`config.mk`:
```
export PLATFORM = sky130hd
export DESIGN_NAME = pot_average_calibrate
export DESIGN_NICKNAME = d
export VERILOG_FILES = /design/src/rtl/core/pac_pkg.sv /design/src/rtl/core/pac_ring.sv /design/src/rtl/core/pac_div.sv /design/src/rtl/core/pot_average_calibrate.sv
export SDC_FILE = /design/constraint.sdc
export NUM_CORES = 1
export LEC_CHECK = 0
export ABC_AREA = 1
export BUFFER_PORTS_ARGS = -buffer_cell sky130_fd_sc_hd__buf_2
export CORE_MARGIN = 5
export CORE_UTILIZATION = 50
export CTS_CLUSTER_SIZE = 30
export DETAILED_ROUTE_END_ITERATION = 8
export PLACE_DENSITY = 0.66
export SKIP_CTS_REPAIR_TIMING = 1
export SYNTH_ARGS = -nofsm -noshare
export SYNTH_HDL_FRONTEND = slang
export SYNTH_SLANG_ARGS = --single-unit
```
`constraint.sdc`:
```
create_clock -name clk -period 17.9 [get_ports clk]
set_clock_uncertainty 0.15 [all_clocks]
set_input_delay 1.79 -clock clk [delete_from_list [all_inputs] [get_ports clk]]
set_output_delay 1.79 -clock clk [all_outputs]
set_load 0.03 [all_outputs]
```
`src/rtl/core/pac_pkg.sv`:
```
// pac_pkg: shared widths, register indexes and divider request/response types
// for the knob average and calibration block. No dependencies.
`timescale 1ns / 1ps
`default_nettype none

package pac_pkg;

  localparam int SAMPLE_W = 12;
  localparam int PCT_W    = 7;
  localparam int THR_W    = 7;
  localparam int LAST_W   = 8;
  localparam int CFG_IDX_W = 2;

  // shared divider: dividend covers 100*4095+4095 and 64*4095
  localparam int DIV_N_W  = 19;
  localparam int DIV_D_W  = 13;
  localparam int DIV_CNT_W = 5;

  localparam logic [CFG_IDX_W-1:0] REG_CAL_LOW    = 2'd0;
  localparam logic [CFG_IDX_W-1:0] REG_CAL_MIDDLE = 2'd1;
  localparam logic [CFG_IDX_W-1:0] REG_CAL_HIGH   = 2'd2;
  localparam logic [CFG_IDX_W-1:0] REG_THRESHOLD  = 2'd3;

  localparam logic [SAMPLE_W-1:0] CAL_LOW_RST    = 12'd559;
  localparam logic [SAMPLE_W-1:0] CAL_MIDDLE_RST = 12'd945;
  localparam logic [SAMPLE_W-1:0] CAL_HIGH_RST   = 12'd3071;
  localparam logic [THR_W-1:0]    THRESHOLD_RST  = 7'd2;
  localparam logic [LAST_W-1:0]   LAST_RST       = 8'hFF;

  localparam logic [PCT_W-1:0] PCT_ZERO = 7'd0;
  localparam logic [PCT_W-1:0] PCT_HALF = 7'd50;
  localparam logic [PCT_W-1:0] PCT_FULL = 7'd100;

  typedef struct packed {
    logic               start;
    logic [DIV_N_W-1:0] dividend;
    logic [DIV_D_W-1:0] divisor;
  } div_req_t;

  typedef struct packed {
    logic               done;
    logic [DIV_N_W-1:0] quotient;
  } div_rsp_t;

endpackage

`default_nettype wire

```
`src/rtl/core/pac_ring.sv`:
```
// pac_ring: sample ring storage, one write port and one registered read port.
// Uses pac_pkg for the sample width.
`timescale 1ns / 1ps
`default_nettype none

module pac_ring #(
  parameter int AVG_DEPTH = 8,
  parameter int IDX_W     = 3
) (
  input  wire logic                          clk,
  input  wire logic                          we,
  input  wire logic [IDX_W-1:0]              waddr,
  input  wire logic [pac_pkg::SAMPLE_W-1:0]  wdata,
  input  wire logic                          re,
  input  wire logic [IDX_W-1:0]              raddr,
  output      logic [pac_pkg::SAMPLE_W-1:0]  rdata
);
  import pac_pkg::*;

  logic [SAMPLE_W-1:0] mem [AVG_DEPTH];
  logic [SAMPLE_W-1:0] rdata_r;

  always_ff @(posedge clk) begin
    if (we) begin
      mem[waddr] <= wdata;
    end
  end

  always_ff @(posedge clk) begin
    if (re) begin
      rdata_r <= mem[raddr];
    end
  end

  assign rdata = rdata_r;

endmodule

`default_nettype wire

```
`src/rtl/core/pac_div.sv`:
```
// pac_div: restoring divider, one quotient bit per cycle, shared by the mean
// and the calibration segment. Uses pac_pkg request/response types.
`timescale 1ns / 1ps
`default_nettype none

module pac_div (
  input  wire logic              clk,
  input  wire logic              rst_n,
  input  wire pac_pkg::div_req_t req,
  output      pac_pkg::div_rsp_t rsp
);
  import pac_pkg::*;

  logic                 busy_r;
  logic                 done_r;
  logic [DIV_CNT_W-1:0] cnt_r;
  logic [DIV_N_W-1:0]   quo_r;
  logic [DIV_D_W-1:0]   rem_r;
  logic [DIV_D_W-1:0]   dsr_r;

  logic [DIV_D_W:0]     rem_sh;
  logic [DIV_D_W:0]     rem_diff;
  logic                 ge;
  logic [DIV_D_W-1:0]   rem_nxt;

  always_comb begin
    rem_sh   = {rem_r, quo_r[DIV_N_W-1]};
    rem_diff = rem_sh - {1'b0, dsr_r};
    ge       = rem_sh >= {1'b0, dsr_r};
    rem_nxt  = ge ? rem_diff[DIV_D_W-1:0] : rem_sh[DIV_D_W-1:0];
  end

  always_ff @(posedge clk) begin
    if (!rst_n) begin
      busy_r <= 1'b0;
      done_r <= 1'b0;
      cnt_r  <= '0;
    end else begin
      done_r <= 1'b0;
      if (req.start) begin
        busy_r <= 1'b1;
        cnt_r  <= '0;
      end else if (busy_r) begin
        cnt_r <= cnt_r + 1'b1;
        if (cnt_r == DIV_CNT_W'(DIV_N_W - 1)) begin
          busy_r <= 1'b0;
          done_r <= 1'b1;
        end
      end
    end
  end

  always_ff @(posedge clk) begin
    if (req.start) begin
      quo_r <= req.dividend;
      rem_r <= '0;
      dsr_r <= req.divisor;
    end else if (busy_r) begin
      quo_r <= {quo_r[DIV_N_W-2:0], ge};
      rem_r <= rem_nxt;
    end
  end

  assign rsp.done     = done_r;
  assign rsp.quotient = quo_r;

endmodule

`default_nettype wire

```
`src/rtl/core/pot_average_calibrate.sv`:
```
// pot_average_calibrate: knob position in percent from a moving average of
// converter samples. Depends on pac_pkg, pac_ring and pac_div.
//
// Input channel: in_valid / in_stall carry one 12-bit sample per beat. The
// sample goes into a ring of AVG_DEPTH slots; the mean of the slots written so
// far (all of them once the ring has wrapped) is mapped through the three-point
// calibration in cfg registers 0..2 to 0..100 percent, rounded half up.
// Output channel: out_valid / out_stall carry percent, changed and raw_average,
// one beat per input beat. changed is set when percent moved by more than
// change_threshold (register 3) from the last percent reported as changed,
// which starts at 255, so the first beat always reports a change.
// Timing: one item at a time. The n ring slots are summed, then the shared
// bit-serial divider computes the mean and, unless the mean lies at or outside
// the calibration span, the segment. in_stall is high while an item is in
// flight. A finished result sits in the output register while the next sample
// is already accepted; if the receiver still stalls when that next result is
// done, the block holds it and waits.
// Reset (rst_n low, synchronous) empties the ring, loads the calibration
// defaults and drops out_valid. Configuration is written with cfg_we.
`timescale 1ns / 1ps
`default_nettype none

module pot_average_calibrate #(
  parameter int AVG_DEPTH = 8
) (
  input  wire logic                          clk,
  input  wire logic                          rst_n,
  input  wire logic                          in_valid,
  output      logic                          in_stall,
  input  wire logic [pac_pkg::SAMPLE_W-1:0]  in_sample,
  output      logic                          out_valid,
  input  wire logic                          out_stall,
  output      logic [pac_pkg::PCT_W-1:0]     out_percent,
  output      logic                          out_changed,
  output      logic [pac_pkg::SAMPLE_W-1:0]  out_raw_average,
  input  wire logic                          cfg_we,
  input  wire logic [pac_pkg::CFG_IDX_W-1:0] cfg_index,
  input  wire logic [pac_pkg::SAMPLE_W-1:0]  cfg_wdata
);
  import pac_pkg::*;

  localparam int IDX_W = (AVG_DEPTH > 1) ? $clog2(AVG_DEPTH) : 1;
  localparam int CNT_W = $clog2(AVG_DEPTH + 1);
  localparam int SUM_W = $clog2(AVG_DEPTH * 4095 + 1);

  typedef enum logic [6:0] {
    ST_IDLE      = 7'b0000001,
    ST_SUM       = 7'b0000010,
    ST_MEAN_GO   = 7'b0000100,
    ST_MEAN_WAIT = 7'b0001000,
    ST_CAL       = 7'b0010000,
    ST_SEG_WAIT  = 7'b0100000,
    ST_REPORT    = 7'b1000000
  } state_t;

  state_t state_r, state_nxt;

  // configuration
  logic [SAMPLE_W-1:0] cal_low_r, cal_mid_r, cal_high_r;
  logic [THR_W-1:0]    thr_r;

  // ring bookkeeping
  logic [IDX_W-1:0]    wi_r;
  logic                full_r;
  logic [CNT_W-1:0]    wi_inc;
  logic [CNT_W-1:0]    n_r;

  // summing
  logic [CNT_W-1:0]    rd_cnt_r;
  logic                rd_pend_r;
  logic [SUM_W-1:0]    sum_r;
  logic                ring_re;
  logic [SAMPLE_W-1:0] ring_rdata;
  logic                sum_done;

  // calibration
  logic [SAMPLE_W-1:0] mean_r;
  logic [PCT_W-1:0]    pct_r;
  logic [PCT_W-1:0]    seg_base_r;
  logic                below, above, lower;
  logic [SAMPLE_W-1:0] seg_num, seg_d;
  logic [DIV_N_W-1:0]  seg_dividend;
  logic [DIV_N_W:0]    seg_pct_wide;
  logic [PCT_W-1:0]    seg_pct;

  // report
  logic [LAST_W-1:0]   last_r;
  logic [LAST_W-1:0]   diff;
  logic                chg;
  logic                out_free;
  logic                accept;

  div_req_t div_req;
  div_rsp_t div_rsp;

  assign accept   = in_valid && !in_stall;
  assign in_stall = (state_r != ST_IDLE);
  assign out_free = !out_valid || !out_stall;
  assign wi_inc   = CNT_W'(wi_r) + 1'b1;

  pac_ring #(
    .AVG_DEPTH (AVG_DEPTH),
    .IDX_W     (IDX_W)
  ) u_ring (
    .clk   (clk),
    .we    (accept),
    .waddr (wi_r),
    .wdata (in_sample),
    .re    (ring_re),
    .raddr (rd_cnt_r[IDX_W-1:0]),
    .rdata (ring_rdata)
  );

  pac_div u_div (
    .clk   (clk),
    .rst_n (rst_n),
    .req   (div_req),
    .rsp   (div_rsp)
  );

  // configuration writes
  always_ff @(posedge clk) begin
    if (!rst_n) begin
      cal_low_r  <= CAL_LOW_RST;
      cal_mid_r  <= CAL_MIDDLE_RST;
      cal_high_r <= CAL_HIGH_RST;
      thr_r      <= THRESHOLD_RST;
    end else if (cfg_we) begin
      case (cfg_index)
        REG_CAL_LOW:    cal_low_r  <= cfg_wdata;
        REG_CAL_MIDDLE: cal_mid_r  <= cfg_wdata;
        REG_CAL_HIGH:   cal_high_r <= cfg_wdata;
        REG_THRESHOLD:  thr_r      <= cfg_wdata[THR_W-1:0];
        default: ;
      endcase
    end
  end

  // ring read sequencing; data comes back in the cycle after the address
  assign ring_re  = (state_r == ST_SUM) && (rd_cnt_r != n_r);
  assign sum_done = (rd_cnt_r == n_r) && !rd_pend_r;

  // segment selection; low point first, then high, then middle
  always_comb begin
    below = mean_r <= cal_low_r;
    above = mean_r >= cal_high_r;
    lower = mean_r <= cal_mid_r;
    seg_num = lower ? (mean_r - cal_low_r) : (mean_r - cal_mid_r);
    seg_d   = lower ? (cal_mid_r - cal_low_r) : (cal_high_r - cal_mid_r);
    seg_dividend = {7'd0, seg_num} * DIV_N_W'(PCT_FULL) + DIV_N_W'(seg_d);
  end

  // divider requests: mean first, then the segment
  always_comb begin
    div_req = '0;
    if (state_r == ST_MEAN_GO) begin
      div_req.start    = 1'b1;
      div_req.dividend = DIV_N_W'(sum_r);
      div_req.divisor  = DIV_D_W'(n_r);
    end else if (state_r == ST_CAL) begin
      div_req.start    = !below && !above;
      div_req.dividend = seg_dividend;
      div_req.divisor  = {seg_d, 1'b0};
    end
  end

  // segment result, clamped to 100
  always_comb begin
    seg_pct_wide = {1'b0, div_rsp.quotient} + (DIV_N_W + 1)'(seg_base_r);
    seg_pct = (seg_pct_wide > (DIV_N_W + 1)'(PCT_FULL)) ? PCT_FULL
                                                       : seg_pct_wide[PCT_W-1:0];
  end

  always_comb begin
    diff = ({1'b0, pct_r} > last_r) ? ({1'b0, pct_r} - last_r)
                                     : (last_r - {1'b0, pct_r});
    chg  = diff > {1'b0, thr_r};
  end

  always_comb begin
    state_nxt = state_r;
    case (state_r)
      ST_IDLE:      if (accept) state_nxt = ST_SUM;
      ST_SUM:       if (sum_done) state_nxt = ST_MEAN_GO;
      ST_MEAN_GO:   state_nxt = ST_MEAN_WAIT;
      ST_MEAN_WAIT: if (div_rsp.done) state_nxt = ST_CAL;
      ST_CAL:       state_nxt = (below || above) ? ST_REPORT : ST_SEG_WAIT;
      ST_SEG_WAIT:  if (div_rsp.done) state_nxt = ST_REPORT;
      ST_REPORT:    if (out_free) state_nxt = ST_IDLE;
      default:      state_nxt = ST_IDLE;
    endcase
  end

  // control state
  always_ff @(posedge clk) begin
    if (!rst_n) begin
      state_r   <= ST_IDLE;
      wi_r      <= '0;
      full_r    <= 1'b0;
      last_r    <= LAST_RST;
      out_valid <= 1'b0;
      rd_pend_r <= 1'b0;
      rd_cnt_r  <= '0;
    end else begin
      state_r   <= state_nxt;
      rd_pend_r <= ring_re;
      if (accept) begin
        rd_cnt_r <= '0;
        if (wi_inc == CNT_W'(AVG_DEPTH)) begin
          wi_r   <= '0;
          full_r <= 1'b1;
        end else begin
          wi_r <= wi_inc[IDX_W-1:0];
        end
      end else if (ring_re) begin
        rd_cnt_r <= rd_cnt_r + 1'b1;
      end
      if (state_r == ST_REPORT && out_free) begin
        out_valid <= 1'b1;
        if (chg) last_r <= {1'b0, pct_r};
      end else if (!out_stall) begin
        out_valid <= 1'b0;
      end
    end
  end

  // datapath
  always_ff @(posedge clk) begin
    if (accept) begin
      sum_r <= '0;
      n_r   <= (full_r || wi_inc == CNT_W'(AVG_DEPTH)) ? CNT_W'(AVG_DEPTH) : wi_inc;
    end else if (rd_pend_r) begin
      sum_r <= sum_r + SUM_W'(ring_rdata);
    end
    if (state_r == ST_MEAN_WAIT && div_rsp.done) begin
      mean_r <= div_rsp.quotient[SAMPLE_W-1:0];
    end
    if (state_r == ST_CAL) begin
      seg_base_r <= lower ? PCT_ZERO : PCT_HALF;
      if (below) begin
        pct_r <= PCT_ZERO;
      end else if (above) begin
        pct_r <= PCT_FULL;
      end
    end
    if (state_r == ST_SEG_WAIT && div_rsp.done) begin
      pct_r <= seg_pct;
    end
    if (state_r == ST_REPORT && out_free) begin
      out_percent     <= pct_r;
      out_changed     <= chg;
      out_raw_average <= mean_r;
    end
  end

endmodule

`default_nettype wire
```
==> impl_metrics.json <==
{
  "cts.sinks": 287,
  "finalInstanceArea_um2": 20000,
  "switchingPower_mw": 0.6147,
  "cp-start-kind": "flop",
  "core_um2": 36350,
  "relSlewSlack": 0.2374,
  "num-nets-final": 2474,
  "share_seq_of_total_power": 0.387,
  "rsz0062_at_grt": "false",
  "cp-end-kind": "flop",
  "hp-class": "flop to flop",
  "synth_flop_cell": "edfxtp_1",
  "synth_edf_count": 184,
  "clk_path_buf_depth": 3,
  "synthArstFlopShare": 0,
  "synth_area_leader_cell": "edfxtp_1",
  "synth_top_area_share": 0.3028,
  "start_util": 0.5021,
  "cts_max_level": 1,
  "numCtsBuffers": 31,
  "layout_min_cycle_time_ps": 6832,
  "critPathMaxFanout": 31,
  "antenna_found_initial": 0,
  "cap_viol_max_count": 0,
  "drive_above_1_share": 0.07860,
  "slew_viol_final": 0,
  "syn_area_um2": 18250,
  "instances_no_fill": 2758,
  "status": "completed",
  "grt_usage": 0.2253,
  "ys_ff_latch": 287,
  "leakage_nw": 9.210,
  "yosys_warnings": 0,
  "path_clk_slew_ps": 70,
  "hold_violations": 0,
  "swShare": 0.3249,
  "syn_to_final_growth_pct": 9.571,
  "overflow": 0,
  "viasPerCell": 5.396,
  "pre_cts_ws_ps": 11070,
  "ir_worst_vdd_v": 0.00008667,
  "diodes": 0,
  "p_total_mw": 1.892,
  "worst_pin_slew_ps": 1140,
  "synth_most_common_cell": "nand2_1",
  "rows": 70,
  "place_area_um2": 18970,
  "vias": 14880,
  "synth_common_cells": "438 x nand2_1, 317 x inv_1, 208 x nor2_1, 184 x edfxtp_1, 162 x ha_1",
  "antenna_left": 0,
  "synth_nets": 2431,
  "die_w_um": 201.1,
  "grt_pass1_vias": 14250,
  "gp_congestion": 0.9656,
  "dp_hpwl_um": 34540,
  "postRouteWirelength_um": 45790,
  "syn_inst": 2222,
  "chipHeight_um": 201.1,
  "fin_setup_tns_ps": 0,
  "postSynthAreaPerCell_um2": 8.213,
  "worst_ep_required_time_ps": 18100,
  "crit_type": "flop to flop",
  "p_clk_frac": 0.340,
  "met3_usage": 0.02617,
  "busiest_layer": "met2",
  "cts-root-buf": "clkbuf_16",
  "drt_pass1_iterations": 5,
  "fillers": 3302,
  "ioPinCount": 53,
  "fmax_mhz": 146.4,
  "fin_crit_sh": 0.3817,
  "drtIter0Drc": 936,
  "cpMaxStageDelayCell": "fa_1",
  "setup_viol": 0,
  "holdWs_ps": 306.3,
  "post_drt_wl_per_cell_um": 16.60,
  "grt_max_degree": 59,
  "port_buffers": 52,
  "dp_cells": 2700,
  "combPwrFrac": 0.274,
  "p_int_mw": 1.277,
  "grtUsageMet1": 0.3118,
  "ys_types": 53,
  "max_stage_delay_ps": 530,
  "finalCoreUtilization": 0.5502,
  "drc_errors": 0,
  "arrival_ps": 7030,
  "p_per_area_nw_per_um2": 94.61,
  "synth_area_leaders": "edfxtp_1 30%, dfxtp_1 11%, ha_1 11%, nand2_1 9.0%, inv_1 6.5%",
  "ys_seq_area_frac": 0.4157,
  "die-area_um2": 40420,
  "setup_ws_ps": 11070,
  "clk_latency_ps": 590,
  "cts_tree": "built",
  "use_met2": 0.3772,
  "grt_pass1_wl_um": 74560,
  "cp_common_cell": "nand3_1"
}
-- cell families (layout without fill, tap and decap cells) --
| kind of cell | count (synthesis) | count (layout) | synth area share |
|---|---|---|---|
| AOI/OAI and AO/OA | 404 | 404 | 0.1240 |
| muxes | 4 | 4 | 0.002331 |
| and+or+nand+nor | 895 | 895 | 0.2139 |
| adders and majority gates | 178 | 178 | 0.1286 |
| buffers and inverters | 386 | 454 | 0.08275 |
| xor gates and xnor gates | 68 | 68 | 0.03263 |
| DFF | 287 | 287 | 0.4157 |
-- metal layers --
| layer | share of wire | routed length [µm] |
|---|---|---|
| met1 | 0.46 | 21110 |
| met2 | 0.47 | 21350 |
| met3 | 0.044 | 2028 |
| met4 | 0.028 | 1303 |
| met5 | 0 | 0 |
-- flip-flops by register name, indices dropped and copies added (netlist names), 3 cells and up --
name and flops:
cal_high_r 12, cal_low_r 12, cal_mid_r 12, last_r 8, mean_r 12, n_r 4
out_percent 7, out_raw_average 12, pct_r 7, rd_cnt_r 4, state_r 7, sum_r 15
thr_r 7, u_div.cnt_r 5, u_div.dsr_r 13, u_div.quo_r 19, u_div.rem_r 13, u_ring.mem 96
u_ring.rdata 12, wi_r 3
-- final timing paths --
check | startpoint | endpoint | slack [ps] | depth (start not counted)
setup / recovery | mean_r[0] | u_div.quo_r[18] | 11070 | 33
hold / removal | mean_r[0] | out_raw_average[0] | 310 | 0
setup reg to reg | mean_r[0] | u_div.quo_r[18] | 11070 | 33
hold reg to reg | mean_r[0] | out_raw_average[0] | 310 | 0
-- worst max-delay path: cells and delay by family (launching register included) --
family | cells | cell delay (ps)
AO/OA/AOI/OAI | 3 | 780
XOR/XNOR | 1 | 90
adder cells (fa/ha/maj) | 7 | 2360
buffers and inverters | 6 | 650
flip-flops | 1 | 380
AND/OR/NAND/NOR | 16 | 2130
-- layout by cell type (no fill, tap or decap), types with 8 or more instances in the layout --
master	n
a21oi_1	148
a31oi_1	17
buf_2	52
buf_4	16
clkbuf_16	31
dfxtp_1	103
edfxtp_1	184
fa_1	16
ha_1	162
inv_1	317
inv_2	10
nand2_1	438
nand3_1	135
nand3b_1	12
nand4_1	26
nor2_1	208
nor3_1	23
o211ai_1	35
o21ai_0	144
o21ai_1	9
o22ai_1	15
or2_2	8
xnor2_1	17
xor2_1	51
-- area by class of cell --
cell class                 instances  area [µm²]  share of cell area
clock inverter                    14       145.1            0.007258
timing repair buffer              68       380.4             0.01902
sequential                       287        7587              0.3794
clock buffer                      44       884.6             0.04424
multi-input combinational       1549        9183              0.4592
tap                              468       585.6             0.02928
inverter                         328        1231             0.06157
-- power groups by stage --
stage,combinational (mW),clock [mW],sequential [mW]
3_3_place_gp,0.507,0,0.745
3_5_place_dp,0.515,0,0.745
4_1_cts,0.519,0.654,0.731
2_1_floorplan,0.393,0,0.742
6_report,0.518,0.642,0.731
5_1_grt,0.596,0.686,0.733
(Power assumes the default switching activity.)
